[src/hdl/sensor_packet_stream_parser_macros.svh]
// Assertion macros used by the output buffer file.
`ifndef SENSOR_PACKET_STREAM_PARSER_MACROS_SVH
`define SENSOR_PACKET_STREAM_PARSER_MACROS_SVH

`ifndef NO_ASSERTIONS

`define SPSP_ASSERT_SAME(label, clk, rst, ante, cons, msg) \
  label: assert property (@(posedge clk) disable iff (rst) (ante) |-> (cons)) else $error(msg);

`define SPSP_ASSERT_NEXT(label, clk, rst, ante, cons, msg) \
  label: assert property (@(posedge clk) disable iff (rst) (ante) |=> (cons)) else $error(msg);

`else

`define SPSP_ASSERT_SAME(label, clk, rst, ante, cons, msg)

`define SPSP_ASSERT_NEXT(label, clk, rst, ante, cons, msg)

`endif

`endif

[src/hdl/spsp_pkg.sv]
package spsp_pkg;

  localparam logic [7:0] HDR0 = 8'h73;
  localparam logic [7:0] HDR1 = 8'h6E;
  localparam logic [7:0] HDR2 = 8'h70;
  localparam logic [15:0] HDR_SUM = 16'({8'h00, HDR0} + {8'h00, HDR1} + {8'h00, HDR2});

  localparam logic [3:0] COUNT_MASK = 4'hF;
  localparam logic       BIT_SET    = 1'b1;

  localparam logic [2:0] PH_HUNT  = 3'd0;
  localparam logic [2:0] PH_GOT_S = 3'd1;
  localparam logic [2:0] PH_GOT_N = 3'd2;
  localparam logic [2:0] PH_TYPE  = 3'd3;
  localparam logic [2:0] PH_ADDR  = 3'd4;
  localparam logic [2:0] PH_DATA  = 3'd5;
  localparam logic [2:0] PH_CKHI  = 3'd6;
  localparam logic [2:0] PH_CKLO  = 3'd7;

  localparam logic [1:0] KIND_DATA = 2'd0;
  localparam logic [1:0] KIND_GOOD = 2'd1;
  localparam logic [1:0] KIND_BAD  = 2'd2;

  typedef struct packed {
    logic [1:0]  kind;
    logic [7:0]  address;
    logic [7:0]  packet_type;
    logic [7:0]  data_byte;
    logic [5:0]  data_index;
    logic [5:0]  payload_length;
    logic [15:0] packet_checksum;
    logic [15:0] local_checksum;
    logic        last;
  } result_t;

endpackage

[src/hdl/sensor_packet_stream_parser.sv]
// channel | handshake            | payload
// input   | in_valid / in_stall  | rx_byte
// output  | out_valid / out_stall| kind, address, packet_type, data_byte, data_index,
//         |                      | payload_length, packet_checksum, local_checksum, last
// One byte is taken per cycle while in_stall is low; the header and checksum state updates in that cycle.
// A result beat is registered into the output buffer (output slot, or skid slot if the output is held).
// A two-beat output buffer lets input run while one result waits; in_stall rises
// only when both buffer slots hold beats.
// Synchronous reset returns the parser to the header hunt and empties the buffer.
module sensor_packet_stream_parser import spsp_pkg::*; (
  input  logic        clk,
  input  logic        rst,
  input  logic        in_valid,
  output logic        in_stall,
  input  logic [7:0]  rx_byte,
  output logic        out_valid,
  input  logic        out_stall,
  output logic [1:0]  kind,
  output logic [7:0]  address,
  output logic [7:0]  packet_type,
  output logic [7:0]  data_byte,
  output logic [5:0]  data_index,
  output logic [5:0]  payload_length,
  output logic [15:0] packet_checksum,
  output logic [15:0] local_checksum,
  output logic        last
);

  logic    accept;
  logic    push;
  logic    full;
  result_t result;
  result_t out_data;

  assign in_stall = full;
  assign accept   = in_valid && !full;

  spsp_parse u_parse (
    .clk     (clk),
    .rst     (rst),
    .accept  (accept),
    .rx_byte (rx_byte),
    .push    (push),
    .result  (result)
  );

  spsp_out_buf u_out_buf (
    .clk       (clk),
    .rst       (rst),
    .push      (push),
    .push_data (result),
    .full      (full),
    .out_valid (out_valid),
    .out_stall (out_stall),
    .out_data  (out_data)
  );

  assign kind            = out_data.kind;
  assign address         = out_data.address;
  assign packet_type     = out_data.packet_type;
  assign data_byte       = out_data.data_byte;
  assign data_index      = out_data.data_index;
  assign payload_length  = out_data.payload_length;
  assign packet_checksum = out_data.packet_checksum;
  assign local_checksum  = out_data.local_checksum;
  assign last            = out_data.last;

endmodule

[src/hdl/spsp_parse.sv]
module spsp_parse import spsp_pkg::*; (
  input  logic       clk,
  input  logic       rst,
  input  logic       accept,
  input  logic [7:0] rx_byte,
  output logic       push,
  output result_t    result
);

  logic [2:0]  phase, phase_next;
  logic [7:0]  type_reg, type_reg_next;
  logic [7:0]  addr_reg, addr_reg_next;
  logic [5:0]  payload_count, payload_count_next;
  logic [5:0]  payload_len, payload_len_next;
  logic [15:0] running_sum, running_sum_next;
  logic [7:0]  sum_high_byte, sum_high_byte_next;

  logic [6:0]  idx_plus;
  logic [15:0] rcv;
  logic [5:0]  len_of_byte;

  always_comb begin
    if (rx_byte[7] != BIT_SET) begin
      len_of_byte = 6'd0;
    end else if (rx_byte[6] != BIT_SET) begin
      len_of_byte = 6'd4;
    end else begin
      len_of_byte = {rx_byte[5:2] & COUNT_MASK, 2'b00};
    end
  end

  assign idx_plus = {1'b0, payload_count} + 7'd1;
  assign rcv      = {sum_high_byte, rx_byte};

  always_comb begin
    phase_next         = phase;
    type_reg_next      = type_reg;
    addr_reg_next      = addr_reg;
    payload_count_next = payload_count;
    payload_len_next   = payload_len;
    running_sum_next   = running_sum;
    sum_high_byte_next = sum_high_byte;
    push               = 1'b0;
    case (phase)
      PH_GOT_S: begin
        phase_next = (rx_byte == HDR1) ? PH_GOT_N : ((rx_byte == HDR0) ? PH_GOT_S : PH_HUNT);
      end
      PH_GOT_N: begin
        phase_next = (rx_byte == HDR2) ? PH_TYPE : ((rx_byte == HDR0) ? PH_GOT_S : PH_HUNT);
      end
      PH_TYPE: begin
        type_reg_next    = rx_byte;
        payload_len_next = len_of_byte;
        running_sum_next = HDR_SUM + {8'h00, rx_byte};
        phase_next       = PH_ADDR;
      end
      PH_ADDR: begin
        addr_reg_next      = rx_byte;
        running_sum_next   = running_sum + {8'h00, rx_byte};
        payload_count_next = 6'd0;
        phase_next         = (payload_len == 6'd0) ? PH_CKHI : PH_DATA;
      end
      PH_DATA: begin
        running_sum_next   = running_sum + {8'h00, rx_byte};
        payload_count_next = idx_plus[5:0];
        if (idx_plus >= {1'b0, payload_len}) begin
          phase_next = PH_CKHI;
        end
        push = accept;
      end
      PH_CKHI: begin
        sum_high_byte_next = rx_byte;
        phase_next         = PH_CKLO;
      end
      PH_CKLO: begin
        phase_next = PH_HUNT;
        push       = accept;
      end
      default: begin
        phase_next = (rx_byte == HDR0) ? PH_GOT_S : PH_HUNT;
      end
    endcase
  end

  always_comb begin
    result.address        = addr_reg_next;
    result.packet_type    = type_reg_next;
    result.payload_length = payload_len_next;
    result.local_checksum = running_sum_next;
    if (phase == PH_CKLO) begin
      result.kind            = (rcv == running_sum) ? KIND_GOOD : KIND_BAD;
      result.data_byte       = 8'h00;
      result.data_index      = 6'd0;
      result.packet_checksum = rcv;
      result.last            = 1'b1;
    end else begin
      result.kind            = KIND_DATA;
      result.data_byte       = rx_byte;
      result.data_index      = payload_count;
      result.packet_checksum = 16'h0000;
      result.last            = 1'b0;
    end
  end

  always_ff @(posedge clk) begin
    if (rst) begin
      phase         <= PH_HUNT;
      type_reg      <= 8'h00;
      addr_reg      <= 8'h00;
      payload_count <= 6'd0;
      payload_len   <= 6'd0;
      running_sum   <= 16'h0000;
      sum_high_byte <= 8'h00;
    end else if (accept) begin
      phase         <= phase_next;
      type_reg      <= type_reg_next;
      addr_reg      <= addr_reg_next;
      payload_count <= payload_count_next;
      payload_len   <= payload_len_next;
      running_sum   <= running_sum_next;
      sum_high_byte <= sum_high_byte_next;
    end
  end

endmodule

[src/hdl/spsp_out_buf.sv]
`include "sensor_packet_stream_parser_macros.svh"

module spsp_out_buf import spsp_pkg::*; (
  input  logic    clk,
  input  logic    rst,
  input  logic    push,
  input  result_t push_data,
  output logic    full,
  output logic    out_valid,
  input  logic    out_stall,
  output result_t out_data
);

  logic    skid_valid;
  result_t skid_data;
  logic    pop;

  assign pop  = out_valid && !out_stall;
  assign full = skid_valid;

  always_ff @(posedge clk) begin
    if (rst) begin
      out_valid  <= 1'b0;
      skid_valid <= 1'b0;
    end else if (!out_valid || pop) begin
      if (skid_valid) begin
        out_valid  <= 1'b1;
        skid_valid <= push;
      end else begin
        out_valid  <= push;
      end
    end else if (push) begin
      skid_valid <= 1'b1;
    end
  end

  always_ff @(posedge clk) begin
    if (!out_valid || pop) begin
      if (skid_valid) begin
        out_data  <= skid_data;
        skid_data <= push_data;
      end else begin
        out_data  <= push_data;
      end
    end else if (push) begin
      skid_data <= push_data;
    end
  end

  `SPSP_ASSERT_SAME(a_skid_needs_out, clk, rst, skid_valid, out_valid, "skid beat without output beat")
  `SPSP_ASSERT_SAME(a_no_overflow, clk, rst, push, !skid_valid, "beat pushed into full buffer")
  `SPSP_ASSERT_NEXT(a_held_beat, clk, rst, out_valid && out_stall, out_valid && $stable(out_data), "stalled beat changed")

endmodule
[config.mk]
export PLATFORM = sky130hd
export DESIGN_NAME = sensor_packet_stream_parser
export DESIGN_NICKNAME = d
export VERILOG_FILES = /design/src/hdl/spsp_pkg.sv /design/src/hdl/sensor_packet_stream_parser.sv /design/src/hdl/spsp_parse.sv /design/src/hdl/spsp_out_buf.sv
export VERILOG_INCLUDE_DIRS = /design/src /design/src/hdl
export SDC_FILE = /design/constraint.sdc
export NUM_CORES = 1
export LEC_CHECK = 0
export ABC_AREA = 1
export BUFFER_PORTS_ARGS = -buffer_cell sky130_fd_sc_hd__clkbuf_2
export CORE_ASPECT_RATIO = 1.1
export CORE_MARGIN = 5
export CORE_UTILIZATION = 30
export CTS_CLUSTER_SIZE = 24
export DETAILED_ROUTE_END_ITERATION = 8
export PLACE_DENSITY_LB_ADDON = 0.2
export SETUP_SLACK_MARGIN = 0.4
export SYNTH_ARGS = -nofsm -noshare
export SYNTH_HDL_FRONTEND = slang
export SYNTH_HIERARCHICAL = 1
export SYNTH_SLANG_ARGS = --single-unit
[constraint.sdc]
create_clock -name clk -period 6.3 [get_ports clk]
set_input_delay 0.315 -clock clk [delete_from_list [all_inputs] [get_ports clk]]
set_output_delay 0.315 -clock clk [all_outputs]
set_load 0.02 [all_outputs]
==> load_flow_metrics.sql <==
INSERT INTO impl_metrics (metric_group, metric, value, unit) VALUES
('hold_path', 'hold_path_class', 'input pin to register', ''),
('die', 'dieHeight', '195', 'um'),
('layout', 'diodes', '0', ''),
('clock_tree', 'tritoncts_num_sinks', '199', ''),
('synth', 'yosysWarningCount', '6', ''),
('synth', 'mappedNetlistNets', '1057', ''),
('setup_path', 'critical_path.cell_chain', 'buf_4, inv_2, buf_4, nand2_1, o21a_2, buf_4', ''),
('timing', 'worst-slew-pin-transition', '1060', 'ps'),
('timing', 'fmax', '0.295', 'GHz'),
('setup_path', 'reg2reg_to', 'u_out_buf/skid_data[14]', ''),
('layout', 'final_nets', '1125', ''),
('setup_path', 'reg2reg_depth', '6', ''),
('synth', 'post_synth_inst_count', '1026', ''),
('placement', 'dpl_worst_slack', '2840', 'ps'),
('flow_run', 'timing.max_cap.violations', '0', ''),
('timing', 'setup_viol_count_final', '0', ''),
('setup_path', 'criticalPathCategory', 'register to register', ''),
('setup_path', 'crit_slowest_cell', 'o21a_2', ''),
('setup_path', 'crit-reg2reg-launch', 'u_out_buf/full', ''),
('run_status', 'run_status', 'finished clean', ''),
('pwr', 'irDropWorstVdd', '0.000182', 'V'),
('die', 'row_count', '67', ''),
('clock_tree', 'cts.htree.levels', '4', ''),
('layout', 'largest_registers', 'u_out_buf/out_data x71, u_out_buf/skid_data x71, u_parse/running_sum x16', ''),
('global_routing', 'grt_pass1_wl', '37200', 'um'),
('synth', 'synth-seq-cells', '199', ''),
('timing', 'slew_headroom', '29.2', '%'),
('setup_path', 'worst-endpoint-required', '6380', 'ps'),
('timing', 'drv_slew', '0', ''),
('global_routing', 'vias_in_the_first_global_route', '6608', ''),
('route', 'detail-route-antenna-nets', '0', ''),
('synth', 'synth.area.top_cells', 'edfxtp_1 (46%), nand2_1 (14%), dfxtp_1 (12%)', ''),
('hold_path', 'hold_depth', '5', ''),
('route', 'drt_pass1_iterations', '7', ''),
('timing', 'finClkSkew', '13.5', 'ps'),
('pwr', 'power_density', '256', 'nW/um^2'),
('die', 'floorplan.io_pins', '85', ''),
('clock_tree', 'cts_buffer_depth', '2', ''),
('setup_path', 'timing.critical_path.arrival', '3460', 'ps'),
('setup_path', 'crit_path_max_fanout', '75', ''),
('route', 'drt-total-wl', '23600', 'um'),
('timing', 'period_minus_ws_final', '3390', 'ps'),
('global_routing', 'grt-ovfl-total', '0', ''),
('setup_path', 'crit_start', 'u_out_buf/full', ''),
('die', 'die_x', '178', 'um'),
('synth', 'netlist.top_cell.by_area', 'edfxtp_1', ''),
('setup_path', 'worst_setup_path_end_kind', 'register', ''),
('clock_tree', 'holdBufCountCts', '0', ''),
('placement', 'gp_congestion', '0.857', ''),
('placement', 'port-buffer-count', '84', ''),
('layout', 'multi_input_logic_area', '3220', 'um^2'),
('clock_tree', 'tritoncts_clock_tree', 'done', ''),
('route', 'drcViolationCount', '0', ''),
('synth', 'synth.lib_cells_used.distinct', '47', ''),
('clock_tree', 'clk_latency', '450', 'ps'),
('global_routing', 'pin_count_of_the_biggest_net_entering_global_routing', '76', ''),
('layout', 'fillCellCount', '3159', ''),
('global_routing', 'grt_antenna_before_repair', '1', ''),
('synth', 'synth-seq-area-share', '58.0', '%'),
('route', 'first_iter_violations', '422', ''),
('route', 'wire_per_inst', '15.6', 'um'),
('timing', 'setup_ws', '2910', 'ps'),
('clock_tree', 'cell_chosen_for_the_clock_root', 'clkbuf_16', ''),
('pwr', 'p_leak', '4.78', 'nW'),
('pwr', 'finalPower', '2.72', 'mW'),
('setup_path', 'critPathMostFrequentCell', 'buf_4', ''),
('setup_path', 'setup.worst_path.end', 'u_out_buf/skid_data[14]', ''),
('synth', 'ys.flop_type', 'edfxtp_1', ''),
('placement', 'dp.final_hpwl', '16000', 'um'),
('global_routing', 'track_usage', '13.7', '%'),
('layout', 'fin_util', '34.8', '%');
layout by cell type, fill, tap and decap left out, types with 4 or more instances in the layout:
cell,instances
clkbuf_16,17
ha_1,18
nor2_4,6
nand3_1,43
inv_2,5
xor2_1,4
buf_4,6
clkbuf_2,84
o21ai_1,8
nor2_1,74
o21ai_0,51
nor3_1,8
edfxtp_1,142
nand4_1,14
inv_8,4
dfxtp_1,56
inv_1,112
o22ai_1,5
nand2_1,337
a21oi_1,56
worst max-delay path: cells and delay by family (launching register included):
| kind | cells | cell delay, ps |
|---|---|---|
| DFF | 1 | 340 |
| buffers and inverters | 4 | 1660 |
| AOI/OAI and AO/OA | 1 | 730 |
| and+or+nand+nor | 1 | 200 |
metal layers:
metal  share of wire, %  vias up  global-route usage [%]  wire [um]
met5              0.055        -                       0         13
li1                   -     3515                       -          -
met2                 48      131                    22.5      11400
met4                1.3        2                    3.93        306
met3                4.3       19                    2.93       1030
met1                 46     3220                    18.2      10900
per-stage QoR:
stage | area, um^2 | hold slack [ps] | cells
global placement | 10100 | 434 | 1489
floorplan | 9320 | 384 | 1026
finish | 10700 | 223 | 1520
global route | 10700 | 243 | 1520
detailed placement | 10100 | 442 | 1489
CTS | 10700 | 198 | 1520
how the worst min path moves through the flow:
| stage | from | to | slack [ps] |
|---|---|---|---|
| 2_1_floorplan | rst | u_out_buf/out_valid | 380 |
| 3_3_place_gp | u_parse/type_reg[7] | u_parse/type_reg[7] | 430 |
| 3_5_place_dp | u_parse/type_reg[3] | u_parse/type_reg[3] | 440 |
| 4_1_cts | out_stall | u_out_buf/full | 200 |
| 5_1_grt | out_stall | u_out_buf/full | 240 |
| 6_report | out_stall | u_out_buf/full | 220 |
area by class of cell:
class / count / area share, %
multi-input cells: 668 / 30.3
clock buffers: 17 / 3.99
well taps: 414 / 4.86
inverters: 118 / 4.18
flip-flops and latches: 199 / 50.8
repair buffers: 90 / 4.37
clock inverters: 14 / 1.57
cell families after synthesis:
logic type                 after synthesis  synth area share [%]
and+or+nand+nor                        502                  22.8
DFF                                    199                  58.0
buffers and inverters                  159                  7.48
AOI/OAI and AO/OA                      141                  8.50
adders and majority gates               19                  2.63
xor gates and xnor gates                 6                 0.564
report_power, final:
| group | switching [mW] | internal [mW] |
|---|---|---|
| clock | 0.530 | 0.598 |
| sequential | 0.0138 | 1.41 |
| combinational | 0.119 | 0.0502 |
Note: power is estimated with default switching activity, not from simulation.
